**src/hdl/ess_pkg.sv**
```systemverilog
package ess_pkg;

    // Default sizes of the block
    localparam int TABLE_SLOTS_DEF  = 16;
    localparam int FLOOR_BITS_DEF   = 6;
    localparam int RIDER_BITS_DEF   = 8;

    // Fixed field widths
    localparam int LOAD_W    = 5;
    localparam int CAP_W     = 5;
    localparam int IDLE_W    = 8;
    localparam int CFG_IDX_W = 1;

    // Register values after reset
    localparam int FLOOR_COUNT_RST  = 8;
    localparam int CAR_CAPACITY_RST = 4;

    // Pause limit is twice the floor count
    localparam int IDLE_SHIFT = 1;

    typedef enum logic [CFG_IDX_W-1:0] {
        CFG_FLOOR_COUNT  = 1'b0,
        CFG_CAR_CAPACITY = 1'b1
    } t_cfg_idx;

    typedef enum logic [1:0] {
        SLOT_EMPTY   = 2'd0,
        SLOT_WAITING = 2'd1,
        SLOT_RIDING  = 2'd2
    } t_slot;

    typedef enum logic [2:0] {
        EV_ACCEPTED   = 3'd0,
        EV_REJECTED   = 3'd1,
        EV_DROPPED    = 3'd2,
        EV_PICKED     = 3'd3,
        EV_SAME_FLOOR = 3'd4,
        EV_MOVED      = 3'd5,
        EV_STAYED     = 3'd6,
        EV_IDLE       = 3'd7
    } t_event;

    // Datapath operations issued by the controller
    typedef enum logic [2:0] {
        OP_NONE        = 3'd0,
        OP_ADD_OK      = 3'd1,
        OP_ADD_REJ     = 3'd2,
        OP_TICK_IDLE   = 3'd3,
        OP_SWEEP_START = 3'd4,
        OP_DROP        = 3'd5,
        OP_PICK        = 3'd6,
        OP_FINAL       = 3'd7
    } t_op;

    typedef struct packed {
        logic take_item;
        logic idx_clr;
        logic idx_inc;
        t_op  op;
    } t_cmd;

    typedef struct packed {
        logic bad_floor;
        logic slot_empty;
        logic idx_last;
        logic out_free;
        logic sweeping;
        logic have_work;
        logic drop_hit;
        logic pick_hit;
        logic cap_full;
    } t_stat;

endpackage

```
**src/hdl/ess_in_if.sv**
```systemverilog
interface ess_in_if import ess_pkg::*; #(
    parameter int FLOOR_BITS = FLOOR_BITS_DEF,
    parameter int RIDER_BITS = RIDER_BITS_DEF
) ();
    logic                  valid;
    logic                  ready;
    logic                  mode;
    logic [FLOOR_BITS-1:0] from_floor;
    logic [FLOOR_BITS-1:0] to_floor;
    logic [RIDER_BITS-1:0] rider_id;

    modport source (output valid, mode, from_floor, to_floor, rider_id, input ready);
    modport sink   (input valid, mode, from_floor, to_floor, rider_id, output ready);
endinterface

```
**src/hdl/ess_out_if.sv**
```systemverilog
interface ess_out_if import ess_pkg::*; #(
    parameter int FLOOR_BITS = FLOOR_BITS_DEF,
    parameter int RIDER_BITS = RIDER_BITS_DEF
) ();
    logic                  valid;
    logic                  ready;
    logic [2:0]            event_res;
    logic [RIDER_BITS-1:0] event_rider;
    logic [FLOOR_BITS-1:0] floor_now;
    logic [LOAD_W-1:0]     load_now;
    logic                  going_up;
    logic                  last;

    modport source (output valid, event_res, event_rider, floor_now, load_now, going_up, last,
                    input ready);
    modport sink   (input valid, event_res, event_rider, floor_now, load_now, going_up, last,
                    output ready);
endinterface

```
**src/hdl/ess_ram.sv**
```systemverilog
module ess_ram #(
    parameter int WIDTH = 8,
    parameter int DEPTH = 16
) (
    input  logic                     i_clk,
    input  logic                     i_we,
    input  logic [$clog2(DEPTH)-1:0] i_waddr,
    input  logic [WIDTH-1:0]         i_wdata,
    input  logic [$clog2(DEPTH)-1:0] i_raddr,
    output logic [WIDTH-1:0]         o_rdata
);
    logic [WIDTH-1:0] r_mem [DEPTH];
    logic [WIDTH-1:0] r_rdata;

    // Write one entry, register the read
    always_ff @(posedge i_clk) begin
        if (i_we) begin
            r_mem[i_waddr] <= i_wdata;
        end
        r_rdata <= r_mem[i_raddr];
    end

    assign o_rdata = r_rdata;
endmodule

```
**src/hdl/ess_dp.sv**
```systemverilog
module ess_dp import ess_pkg::*; #(
    parameter int TABLE_SLOTS = TABLE_SLOTS_DEF,
    parameter int FLOOR_BITS  = FLOOR_BITS_DEF,
    parameter int RIDER_BITS  = RIDER_BITS_DEF,
    parameter int CFG_W       = 7
) (
    input  logic                  i_clk,
    input  logic                  i_rst_n,
    input  logic                  i_cfg_we,
    input  logic [CFG_IDX_W-1:0]  i_cfg_idx,
    input  logic [CFG_W-1:0]      i_cfg_data,
    input  logic [FLOOR_BITS-1:0] i_src,
    input  logic [FLOOR_BITS-1:0] i_dst,
    input  logic [RIDER_BITS-1:0] i_rid,
    input  t_cmd                  i_cmd,
    output t_stat                 o_stat,
    input  logic                  i_out_ready,
    output logic                  o_out_valid,
    output logic [2:0]            o_event_res,
    output logic [RIDER_BITS-1:0] o_event_rider,
    output logic [FLOOR_BITS-1:0] o_floor_now,
    output logic [LOAD_W-1:0]     o_load_now,
    output logic                  o_going_up,
    output logic                  o_last
);
    localparam int SLOT_W = $clog2(TABLE_SLOTS);
    localparam int WAIT_W = $clog2(TABLE_SLOTS + 1);
    localparam int FC_W   = FLOOR_BITS + 1;
    localparam int ENT_W  = 2 * FLOOR_BITS + RIDER_BITS;
    localparam int CMP_W  = (FC_W + 1 > IDLE_W) ? FC_W + 1 : IDLE_W;

    // Configuration
    logic [FC_W-1:0]  r_fc;
    logic [CAP_W-1:0] r_cap;

    // Captured item
    logic [FLOOR_BITS-1:0] r_src;
    logic [FLOOR_BITS-1:0] r_dst;
    logic [RIDER_BITS-1:0] r_rid;

    // Slot status and scan index
    t_slot             r_slot [TABLE_SLOTS];
    logic [SLOT_W-1:0] r_idx, n_idx;

    // Car state
    logic [FC_W-1:0]   r_car, n_car;
    logic              r_up, n_up;
    logic [LOAD_W-1:0] r_load, n_load;
    logic [WAIT_W-1:0] r_wait, n_wait;
    logic              r_sweep, n_sweep;
    logic [IDLE_W-1:0] r_idle, n_idle;

    // Output register
    logic                  r_ov;
    t_event                r_ev;
    logic [RIDER_BITS-1:0] r_er;
    logic [FLOOR_BITS-1:0] r_ef;
    logic [LOAD_W-1:0]     r_el;
    logic                  r_eu;
    logic                  r_elast;

    // Table payload memory
    logic [ENT_W-1:0]      rd_ent;
    logic [FLOOR_BITS-1:0] rd_src, rd_dst;
    logic [RIDER_BITS-1:0] rd_rid;
    logic                  ram_we;

    t_slot                 cur_slot;
    t_slot                 slot_val;
    logic                  slot_we;
    logic                  dst_here, src_here;
    logic                  have_work;
    logic [FC_W-1:0]       fc_m1, step;
    logic                  dir_n;
    logic [CMP_W-1:0]      idle_ext, idle_lim;
    logic                  emit, ev_last;
    t_event                ev;
    logic [RIDER_BITS-1:0] ev_rider;

    ess_ram #(
        .WIDTH (ENT_W),
        .DEPTH (TABLE_SLOTS)
    ) u_table (
        .i_clk   (i_clk),
        .i_we    (ram_we),
        .i_waddr (r_idx),
        .i_wdata ({r_src, r_dst, r_rid}),
        .i_raddr (n_idx),
        .o_rdata (rd_ent)
    );

    assign {rd_src, rd_dst, rd_rid} = rd_ent;

    // Status toward the controller
    assign cur_slot  = r_slot[r_idx];
    assign dst_here  = {1'b0, rd_dst} == r_car;
    assign src_here  = {1'b0, rd_src} == r_car;
    assign have_work = (r_load != '0) || (r_wait != '0);

    assign o_stat.bad_floor  = ({1'b0, r_src} >= r_fc) || ({1'b0, r_dst} >= r_fc);
    assign o_stat.slot_empty = cur_slot == SLOT_EMPTY;
    assign o_stat.idx_last   = r_idx == SLOT_W'(TABLE_SLOTS - 1);
    assign o_stat.out_free   = !r_ov || i_out_ready;
    assign o_stat.sweeping   = r_sweep;
    assign o_stat.have_work  = have_work;
    assign o_stat.drop_hit   = (cur_slot == SLOT_RIDING) && dst_here;
    assign o_stat.pick_hit   = (cur_slot == SLOT_WAITING) && src_here;
    assign o_stat.cap_full   = r_load >= r_cap;

    // Scan index
    always_comb begin
        if (i_cmd.idx_clr) begin
            n_idx = '0;
        end else if (i_cmd.idx_inc) begin
            n_idx = r_idx + SLOT_W'(1);
        end else begin
            n_idx = r_idx;
        end
    end

    // Movement: turn at the ends, step one floor, clamp to the top
    assign fc_m1    = r_fc - FC_W'(1);
    assign dir_n    = (r_car >= fc_m1) ? 1'b0 : ((r_car == '0) ? 1'b1 : r_up);
    assign step     = dir_n ? r_car + FC_W'(1) : r_car - FC_W'(1);
    assign idle_ext = CMP_W'(r_idle);
    assign idle_lim = CMP_W'(r_fc) << IDLE_SHIFT;

    // Apply the operation and pick the event
    always_comb begin
        n_car    = r_car;
        n_up     = r_up;
        n_load   = r_load;
        n_wait   = r_wait;
        n_sweep  = r_sweep;
        n_idle   = r_idle;
        slot_we  = 1'b0;
        slot_val = SLOT_EMPTY;
        ram_we   = 1'b0;
        emit     = 1'b0;
        ev_last  = 1'b0;
        ev       = EV_IDLE;
        ev_rider = '0;
        unique case (i_cmd.op)
            OP_NONE: begin
            end
            OP_ADD_OK: begin
                ram_we   = 1'b1;
                slot_we  = 1'b1;
                slot_val = SLOT_WAITING;
                n_wait   = r_wait + WAIT_W'(1);
                emit     = 1'b1;
                ev_last  = 1'b1;
                ev       = EV_ACCEPTED;
                ev_rider = r_rid;
            end
            OP_ADD_REJ: begin
                emit     = 1'b1;
                ev_last  = 1'b1;
                ev       = EV_REJECTED;
                ev_rider = r_rid;
            end
            OP_TICK_IDLE: begin
                emit    = 1'b1;
                ev_last = 1'b1;
                ev      = EV_IDLE;
            end
            OP_SWEEP_START: begin
                if (!r_sweep) begin
                    n_sweep = 1'b1;
                    n_idle  = '0;
                end
            end
            OP_DROP: begin
                slot_we  = 1'b1;
                slot_val = SLOT_EMPTY;
                if (r_load != '0) begin
                    n_load = r_load - LOAD_W'(1);
                end
                n_idle   = '0;
                emit     = 1'b1;
                ev       = EV_DROPPED;
                ev_rider = rd_rid;
            end
            OP_PICK: begin
                slot_we  = 1'b1;
                n_wait   = r_wait - WAIT_W'(1);
                n_idle   = '0;
                emit     = 1'b1;
                ev_rider = rd_rid;
                if (dst_here) begin
                    slot_val = SLOT_EMPTY;
                    ev       = EV_SAME_FLOOR;
                end else begin
                    slot_val = SLOT_RIDING;
                    n_load   = r_load + LOAD_W'(1);
                    ev       = EV_PICKED;
                end
            end
            OP_FINAL: begin
                emit    = 1'b1;
                ev_last = 1'b1;
                if (!have_work) begin
                    n_sweep = 1'b0;
                    ev      = EV_IDLE;
                end else if (idle_ext > idle_lim) begin
                    n_idle = '0;
                    ev     = EV_STAYED;
                end else if (r_fc <= FC_W'(1)) begin
                    ev = EV_STAYED;
                end else begin
                    n_up  = dir_n;
                    n_car = (step >= r_fc) ? fc_m1 : step;
                    if (r_idle != '1) begin
                        n_idle = r_idle + IDLE_W'(1);
                    end
                    ev = EV_MOVED;
                end
            end
        endcase
    end

    // Configuration registers
    always_ff @(posedge i_clk) begin
        if (!i_rst_n) begin
            r_fc  <= FC_W'(FLOOR_COUNT_RST);
            r_cap <= CAP_W'(CAR_CAPACITY_RST);
        end else if (i_cfg_we) begin
            unique case (t_cfg_idx'(i_cfg_idx))
                CFG_FLOOR_COUNT:  r_fc  <= i_cfg_data[FC_W-1:0];
                CFG_CAR_CAPACITY: r_cap <= i_cfg_data[CAP_W-1:0];
            endcase
        end
    end

    // Hold the accepted item
    always_ff @(posedge i_clk) begin
        if (i_cmd.take_item) begin
            r_src <= i_src;
            r_dst <= i_dst;
            r_rid <= i_rid;
        end
    end

    // Slot status, cleared at reset
    always_ff @(posedge i_clk) begin
        if (!i_rst_n) begin
            for (int i = 0; i < TABLE_SLOTS; i++) begin
                r_slot[i] <= SLOT_EMPTY;
            end
        end else if (slot_we) begin
            r_slot[r_idx] <= slot_val;
        end
    end

    // Car state and scan index
    always_ff @(posedge i_clk) begin
        if (!i_rst_n) begin
            r_idx   <= '0;
            r_car   <= '0;
            r_up    <= 1'b1;
            r_load  <= '0;
            r_wait  <= '0;
            r_sweep <= 1'b0;
            r_idle  <= '0;
        end else begin
            r_idx   <= n_idx;
            r_car   <= n_car;
            r_up    <= n_up;
            r_load  <= n_load;
            r_wait  <= n_wait;
            r_sweep <= n_sweep;
            r_idle  <= n_idle;
        end
    end

    // Output register: load on an event, drop when taken
    always_ff @(posedge i_clk) begin
        if (!i_rst_n) begin
            r_ov <= 1'b0;
        end else if (emit) begin
            r_ov <= 1'b1;
        end else if (i_out_ready) begin
            r_ov <= 1'b0;
        end
    end

    always_ff @(posedge i_clk) begin
        if (emit) begin
            r_ev    <= ev;
            r_er    <= ev_rider;
            r_ef    <= n_car[FLOOR_BITS-1:0];
            r_el    <= n_load;
            r_eu    <= n_up;
            r_elast <= ev_last;
        end
    end

    assign o_out_valid   = r_ov;
    assign o_event_res   = r_ev;
    assign o_event_rider = r_er;
    assign o_floor_now   = r_ef;
    assign o_load_now    = r_el;
    assign o_going_up    = r_eu;
    assign o_last        = r_elast;
endmodule

```
**src/hdl/ess_ctrl.sv**
```systemverilog
module ess_ctrl import ess_pkg::*; (
    input  logic  i_clk,
    input  logic  i_rst_n,
    input  logic  i_in_valid,
    input  logic  i_in_mode,
    input  t_stat i_stat,
    output logic  o_in_ready,
    output t_cmd  o_cmd
);
    typedef enum logic [5:0] {
        ST_IDLE   = 6'b000001,
        ST_ADD    = 6'b000010,
        ST_TSTART = 6'b000100,
        ST_DROP   = 6'b001000,
        ST_PICK   = 6'b010000,
        ST_FINAL  = 6'b100000
    } t_state;

    t_state r_state, n_state;

    assign o_in_ready = r_state == ST_IDLE;

    // Sequence one item through the datapath
    always_comb begin
        n_state = r_state;
        o_cmd   = '{take_item: 1'b0, idx_clr: 1'b0, idx_inc: 1'b0, op: OP_NONE};
        unique case (r_state)
            ST_IDLE: begin
                if (i_in_valid) begin
                    o_cmd.take_item = 1'b1;
                    o_cmd.idx_clr   = 1'b1;
                    n_state         = i_in_mode ? ST_TSTART : ST_ADD;
                end
            end
            // Search for the lowest empty slot
            ST_ADD: begin
                if (i_stat.bad_floor || i_stat.slot_empty || i_stat.idx_last) begin
                    if (i_stat.out_free) begin
                        o_cmd.op = (!i_stat.bad_floor && i_stat.slot_empty) ?
                                   OP_ADD_OK : OP_ADD_REJ;
                        n_state  = ST_IDLE;
                    end
                end else begin
                    o_cmd.idx_inc = 1'b1;
                end
            end
            ST_TSTART: begin
                if (!i_stat.sweeping && !i_stat.have_work) begin
                    if (i_stat.out_free) begin
                        o_cmd.op = OP_TICK_IDLE;
                        n_state  = ST_IDLE;
                    end
                end else begin
                    o_cmd.op      = OP_SWEEP_START;
                    o_cmd.idx_clr = 1'b1;
                    n_state       = ST_DROP;
                end
            end
            // Drop-offs, one slot a cycle while no drop-off waits for the output register
            ST_DROP: begin
                if (!i_stat.drop_hit || i_stat.out_free) begin
                    if (i_stat.drop_hit) begin
                        o_cmd.op = OP_DROP;
                    end
                    if (i_stat.idx_last) begin
                        o_cmd.idx_clr = 1'b1;
                        n_state       = ST_PICK;
                    end else begin
                        o_cmd.idx_inc = 1'b1;
                    end
                end
            end
            // Pick-ups in slot order until the car is full or the last slot is done
            ST_PICK: begin
                if (i_stat.cap_full) begin
                    n_state = ST_FINAL;
                end else if (!i_stat.pick_hit || i_stat.out_free) begin
                    if (i_stat.pick_hit) begin
                        o_cmd.op = OP_PICK;
                    end
                    if (i_stat.idx_last) begin
                        n_state = ST_FINAL;
                    end else begin
                        o_cmd.idx_inc = 1'b1;
                    end
                end
            end
            ST_FINAL: begin
                if (i_stat.out_free) begin
                    o_cmd.op = OP_FINAL;
                    n_state  = ST_IDLE;
                end
            end
            default: begin
                n_state = ST_IDLE;
            end
        endcase
    end

    always_ff @(posedge i_clk) begin
        if (!i_rst_n) begin
            r_state <= ST_IDLE;
        end else begin
            r_state <= n_state;
        end
    end
endmodule

```
**src/hdl/elevator_sweep_scheduler.sv**
```systemverilog
// SCAN elevator scheduler. An add item (mode 0) stores a ride request in the
// lowest empty table slot and returns one accepted or rejected result; the
// slot is found by a search of one slot a cycle. A tick item (mode 1) returns
// the drop-off and pick-up events at the current floor and ends with one
// moved, stayed or idle result flagged last; the table is walked twice through
// a single read port of the request memory, and the pick-up walk stops early
// once the car is full. A tick with nothing to do returns only an idle result.
// Every result also waits while the previous one stays untaken in the output
// register. Configuration is written through i_cfg_we / i_cfg_idx / i_cfg_data
// (index 0 floor count, 1 car capacity); the user must write it only while no
// item is in flight, as the block itself does not enforce it.
module elevator_sweep_scheduler import ess_pkg::*; #(
    parameter int TABLE_SLOTS = TABLE_SLOTS_DEF,
    parameter int FLOOR_BITS  = FLOOR_BITS_DEF,
    parameter int RIDER_BITS  = RIDER_BITS_DEF
) (
    input  logic                 i_clk,
    input  logic                 i_rst_n,
    input  logic                 i_cfg_we,
    input  logic [CFG_IDX_W-1:0] i_cfg_idx,
    input  logic [((FLOOR_BITS + 1 > CAP_W) ? FLOOR_BITS + 1 : CAP_W)-1:0] i_cfg_data,
    ess_in_if.sink               i_req,
    ess_out_if.source            o_evt
);
    localparam int CFG_W = (FLOOR_BITS + 1 > CAP_W) ? FLOOR_BITS + 1 : CAP_W;

    t_cmd  cmd;
    t_stat stat;
    logic  in_ready;

    assign i_req.ready = in_ready;

    ess_ctrl u_ctrl (
        .i_clk      (i_clk),
        .i_rst_n    (i_rst_n),
        .i_in_valid (i_req.valid),
        .i_in_mode  (i_req.mode),
        .i_stat     (stat),
        .o_in_ready (in_ready),
        .o_cmd      (cmd)
    );

    ess_dp #(
        .TABLE_SLOTS (TABLE_SLOTS),
        .FLOOR_BITS  (FLOOR_BITS),
        .RIDER_BITS  (RIDER_BITS),
        .CFG_W       (CFG_W)
    ) u_dp (
        .i_clk         (i_clk),
        .i_rst_n       (i_rst_n),
        .i_cfg_we      (i_cfg_we),
        .i_cfg_idx     (i_cfg_idx),
        .i_cfg_data    (i_cfg_data),
        .i_src         (i_req.from_floor),
        .i_dst         (i_req.to_floor),
        .i_rid         (i_req.rider_id),
        .i_cmd         (cmd),
        .o_stat        (stat),
        .i_out_ready   (o_evt.ready),
        .o_out_valid   (o_evt.valid),
        .o_event_res   (o_evt.event_res),
        .o_event_rider (o_evt.event_rider),
        .o_floor_now   (o_evt.floor_now),
        .o_load_now    (o_evt.load_now),
        .o_going_up    (o_evt.going_up),
        .o_last        (o_evt.last)
    );
endmodule

```
**src/flat_wrapper.sv**
```systemverilog
// flat-port wrapper written by rule: the top's interface ports become plain ports
module elevator_sweep_scheduler_flat import ess_pkg::*;
#(
    parameter int TABLE_SLOTS = TABLE_SLOTS_DEF,
    parameter int FLOOR_BITS  = FLOOR_BITS_DEF,
    parameter int RIDER_BITS  = RIDER_BITS_DEF
)
  (i_clk, i_rst_n, i_cfg_we, i_cfg_idx, i_cfg_data, i_req_valid, i_req_mode, i_req_from_floor, i_req_to_floor, i_req_rider_id, i_req_ready, o_evt_valid, o_evt_event_res, o_evt_event_rider, o_evt_floor_now, o_evt_load_now, o_evt_going_up, o_evt_last, o_evt_ready);
  ess_in_if #(.FLOOR_BITS(FLOOR_BITS), .RIDER_BITS(RIDER_BITS)) i_req_i ();
  ess_out_if #(.FLOOR_BITS(FLOOR_BITS), .RIDER_BITS(RIDER_BITS)) o_evt_i ();
  input  logic i_clk;
  input  logic i_rst_n;
  input  logic i_cfg_we;
  input  logic [CFG_IDX_W-1:0] i_cfg_idx;
  input  logic [((FLOOR_BITS + 1 > CAP_W) ? FLOOR_BITS + 1 : CAP_W)-1:0] i_cfg_data;
  input wire logic [$bits(i_req_i.valid)-1:0] i_req_valid;
  input wire logic [$bits(i_req_i.mode)-1:0] i_req_mode;
  input wire logic [$bits(i_req_i.from_floor)-1:0] i_req_from_floor;
  input wire logic [$bits(i_req_i.to_floor)-1:0] i_req_to_floor;
  input wire logic [$bits(i_req_i.rider_id)-1:0] i_req_rider_id;
  output wire logic [$bits(i_req_i.ready)-1:0] i_req_ready;
  output wire logic [$bits(o_evt_i.valid)-1:0] o_evt_valid;
  output wire logic [$bits(o_evt_i.event_res)-1:0] o_evt_event_res;
  output wire logic [$bits(o_evt_i.event_rider)-1:0] o_evt_event_rider;
  output wire logic [$bits(o_evt_i.floor_now)-1:0] o_evt_floor_now;
  output wire logic [$bits(o_evt_i.load_now)-1:0] o_evt_load_now;
  output wire logic [$bits(o_evt_i.going_up)-1:0] o_evt_going_up;
  output wire logic [$bits(o_evt_i.last)-1:0] o_evt_last;
  input wire logic [$bits(o_evt_i.ready)-1:0] o_evt_ready;
  assign i_req_i.valid = i_req_valid;
  assign i_req_i.mode = i_req_mode;
  assign i_req_i.from_floor = i_req_from_floor;
  assign i_req_i.to_floor = i_req_to_floor;
  assign i_req_i.rider_id = i_req_rider_id;
  assign i_req_ready = i_req_i.ready;
  assign o_evt_valid = o_evt_i.valid;
  assign o_evt_event_res = o_evt_i.event_res;
  assign o_evt_event_rider = o_evt_i.event_rider;
  assign o_evt_floor_now = o_evt_i.floor_now;
  assign o_evt_load_now = o_evt_i.load_now;
  assign o_evt_going_up = o_evt_i.going_up;
  assign o_evt_last = o_evt_i.last;
  assign o_evt_i.ready = o_evt_ready;
  elevator_sweep_scheduler #(.TABLE_SLOTS(TABLE_SLOTS), .FLOOR_BITS(FLOOR_BITS), .RIDER_BITS(RIDER_BITS)) u_core (.i_clk(i_clk), .i_rst_n(i_rst_n), .i_cfg_we(i_cfg_we), .i_cfg_idx(i_cfg_idx), .i_cfg_data(i_cfg_data), .i_req(i_req_i), .o_evt(o_evt_i));
endmodule
```
**config.mk**
```make
export PLATFORM = sky130hd
export DESIGN_NAME = elevator_sweep_scheduler_flat
export DESIGN_NICKNAME = d
export VERILOG_FILES = /design/src/hdl/ess_pkg.sv /design/src/hdl/ess_in_if.sv /design/src/hdl/ess_out_if.sv /design/src/hdl/ess_ram.sv /design/src/hdl/ess_dp.sv /design/src/hdl/ess_ctrl.sv /design/src/hdl/elevator_sweep_scheduler.sv /design/src/flat_wrapper.sv
export SDC_FILE = /design/constraint.sdc
export NUM_CORES = 1
export LEC_CHECK = 0
export CELL_PAD_IN_SITES_DETAIL_PLACEMENT = 1
export CELL_PAD_IN_SITES_GLOBAL_PLACEMENT = 2
export CORE_MARGIN = 10
export CORE_UTILIZATION = 49
export CTS_CLUSTER_SIZE = 40
export DETAILED_ROUTE_END_ITERATION = 10
export DONT_BUFFER_PORTS = 1
export PLACE_DENSITY = 0.82
export SETUP_SLACK_MARGIN = 0.1
export SYNTH_ARGS = -nofsm -noshare
export SYNTH_HDL_FRONTEND = slang
export SYNTH_SLANG_ARGS = --single-unit
```
**constraint.sdc**
```tcl
create_clock -name i_clk -period 13.8 [get_ports i_clk]
set_clock_uncertainty 0.05 [all_clocks]
set_input_delay 0 -clock i_clk [delete_from_list [all_inputs] [get_ports i_clk]]
set_output_delay 0 -clock i_clk [all_outputs]
set_load 0.02 [all_outputs]
```
==> flow_summary_export.csv <==
group,metric,value,unit
cells_and_area,nFillCells,4010,
synthesis,yosysTopAreaCell,"edfxtp_1",
route,drt_iter0_markers,1184,
setup_path,cp_data_required_time,14.21,ns
cts,cts-buffers-inserted,49,
power_and_ir_drop,seqPwrFrac,53.1,%
route,detail-route-antenna-nets,0,
sta,rsz0062_at_grt,"no",
route,routed_wl,59900,µm
grt,grt_util_all_layers,23.1,%
placement,preCtsSetupSlack,7.85,ns
job,maxCapViolations,0,
floorplan,core_area,42200,µm²
synthesis,synthCells,1587,
setup_path,crit_fanout,139,
synthesis,dominantRegCellSynth,"edfxtp_1",
floorplan,start_util,50.0,%
synthesis,synth_edf_count,396,
floorplan,placementRows,75,
cts,clock_latency,0.62,ns
cts,cts.repair.resized,0,
cells_and_area,n_antenna_cell,0,
synthesis,ys_seq_elements,466,
sta,finalHoldViolCount,0,
setup_path,setup.worst_path.class,"reg -> reg",
setup_path,reg2reg_slack,7.76,ns
sta,finalCritPeriodShare,43.7,%
cts,cts_root_buffer,"clkbuf_16",
power_and_ir_drop,clkPwrFrac,43.7,%
sta,worst_slack,7.76,ns
power_and_ir_drop,power.switching,0.656,mW
synthesis,yosys_warnings,0,
setup_path,end_kind,"register",
sta,setup-violations-final,0,
power_and_ir_drop,p_int,2.33,mW
power_and_ir_drop,combPwrFrac,3.1,%
cts,cts_tree,"done",
cells_and_area,drive_above_1_share,9.50,%
cts,cts_sinks,466,
floorplan,io_pins,60,
cts,path_clk_slew,0.06,ns
power_and_ir_drop,power.density,124,nW/µm²
cells_and_area,final_cell_mix,"edfxtp_1, mux2i_1, a21oi_1",
grt,grt_antenna_before_repair,0,
grt,grt-ovfl-total,0,
placement,globalplace.congestion,0.818,
power_and_ir_drop,switching_share,22.0,%
grt,grt_pass1_wl,90000,µm
synthesis,synth_top_area_share,56.3,%
synthesis,syn_nets,1679,
route,vias,14000,
synthesis,netlist_top_cells_area,"edfxtp_1, dfxtp_1, mux2i_1, ha_1, a21oi_1",
setup_path,crit_path_start_kind,"register",
cells_and_area,layout_commonest_cell,"edfxtp_1",
outcome,status,"completed",
setup_path,critPathArrivalTime,6.44,ns
synthesis,synthArstFlopShare,0,%
cts,post-cts-setup-buffers,0,
cells_and_area,area_growth_syn_to_layout,13.6,%
synthesis,synth.cell_area,21100,µm²
sta,tightest_slew,1.17,ns
synthesis,netlist-cell-type-count,79,
grt,grt_max_degree,140,
synthesis,avgSynthCellArea,13.3,µm²
route,first_pass_iters,5,
placement,dp_hpwl,35800,µm
sta,slew_headroom,21.1,%
route,viasPerCell,6.25,
power_and_ir_drop,vdd_drop_max,0.132,mV
grt,grt_pass1_vias,14600,
cts,ctsHoldBuffers,72,
cells_and_area,fin_nets,1745,
placement,portBuffers,0,
cts,cts_buffer_depth,3,
sta,fmax,0.166,GHz
route,wire_per_inst,26.8,µm
sta,fin_tns_setup,0,ns
route,drcViolationCount,0,
sta,period_needed,6.04,ns
min_path,min_path_type,"in -> reg",
floorplan,die_h,228,µm
floorplan,fp.dieArea,51800,µm²
floorplan,die_w,228,µm
sta,slew_viol_final,0,
power_and_ir_drop,leakage,8.30,nW
synthesis,yosysSeqAreaShare,63.0,%
cts,htreeDepth,2,
## sequential cells by signal, indices dropped and copies added, names as in the netlist, 3 cells and up
| name | count |
|---|---|
| u_core.u_ctrl.r_state | 6 |
| u_core.u_dp.idle_ext | 8 |
| u_core.u_dp.o_event_res | 3 |
| u_core.u_dp.o_event_rider | 8 |
| u_core.u_dp.o_floor_now | 6 |
| u_core.u_dp.o_load_now | 5 |
| u_core.u_dp.r_cap | 5 |
| u_core.u_dp.r_car | 7 |
| u_core.u_dp.r_dst | 6 |
| u_core.u_dp.r_fc | 7 |
| u_core.u_dp.r_idx | 4 |
| u_core.u_dp.r_load | 5 |
| u_core.u_dp.r_rid | 8 |
| u_core.u_dp.r_slot | 32 |
| u_core.u_dp.r_src | 6 |
| u_core.u_dp.r_wait | 5 |
| u_core.u_dp.u_table.o_rdata | 20 |
| u_core.u_dp.u_table.r_mem | 320 |
## cell usage after synthesis (16+ instances only)
cell      number
ha_1          56
clkbuf_1      56
a21o_1        26
o211a_1       20
xnor2_1       23
mux2i_1      128
a211o_1       22
inv_1         42
nand3_1       72
nand2b_1      17
o21ai_0       34
nand2_1       64
and4_1        20
edfxtp_1     396
dfxtp_1       70
nor2_1       101
buf_2         16
a221o_1       20
a22oi_1       25
o22ai_1       58
a21oi_1       92
or4_1         25
## path summary, 6_finish.rpt
check | startpoint | end | depth (start not counted)
max reg2reg | u_core.u_dp.r_idx[0]$_SDFF_PN0_ | u_core.u_dp.u_table.o_rdata[8]$_DFF_P_ | 12
min reg2reg | u_core.u_dp.r_cap[3]$_SDFFE_PN0P_ | u_core.u_dp.r_cap[3]$_SDFFE_PN0P_ | 2
min | i_rst_n | u_core.u_dp.r_idx[1]$_SDFF_PN0_ | 2
max | u_core.u_dp.r_idx[0]$_SDFF_PN0_ | u_core.u_dp.u_table.o_rdata[8]$_DFF_P_ | 12
## layer usage
metal  up-vias  wire [µm]  share of wire [%]  GRT usage (%)
li1       6293          -                  -              -
met1      7174      25500                 43           29.4
met2       392      28900                 48           38.6
met3       104       3430                5.7           4.07
met4         0       2080                3.5           9.26
met5         -          0                  0              0
## per-stage QoR
step                      std cells  utilization (%)  instance area, µm²  total power, mW  hold WS, ns
after detailed placement       2069             51.3               21700             1.69       0.0393
after global routing           2233             56.8               24000             3.07       0.0685
final                          2233             56.8               24000             2.98       0.0271
after global placement         2069             51.3               21700             1.68       0.0362
after CTS                      2233             56.8               24000             3.00      0.00451
after floorplan                1587                -               21100             1.65       0.0489
## power groups by stage
stage	clock, mW	combinational (mW)	sequential [mW]
after global routing	1.38	0.102	1.59
after detailed placement	0	0.0725	1.62
final	1.31	0.0930	1.59
after floorplan	0	0.0527	1.60
after global placement	0	0.0696	1.61
after CTS	1.33	0.0916	1.59
## critical path, cell delays in order, from the launching register on
cell	delay, ns
dfxtp_1	0.72
buf_4	0.46
mux4_1	0.65
mux4_2	0.49
or3_4	0.36
a211oi_4	0.29
o32a_1	0.49
mux2_4	0.37
nor3_4	0.20
buf_12	0.68
mux2i_1	0.30
o22ai_1	0.11
or4_1	0.54
## area by class of cell
cell class / instances / area [µm²] / area share [%]
timing repair buffer: 108 / 1010 / 4.23
tap: 539 / 674 / 2.81
clock buffer: 65 / 1330 / 5.53
sequential: 466 / 13300 / 55.4
inverter: 43 / 161 / 0.673
multi-input combinational: 985 / 7250 / 30.2
clock inverter: 27 / 258 / 1.08
## cell families after synthesis
family,after synthesis,synth area share (%)
flops,466,63.0
simple gates,376,9.29
compound gates,368,12.3
mux,150,7.56
buf+inv,136,2.99
fa+ha+maj,58,3.51
xor+xnor,33,1.37
Note: power is estimated with default switching activity, not from simulation.
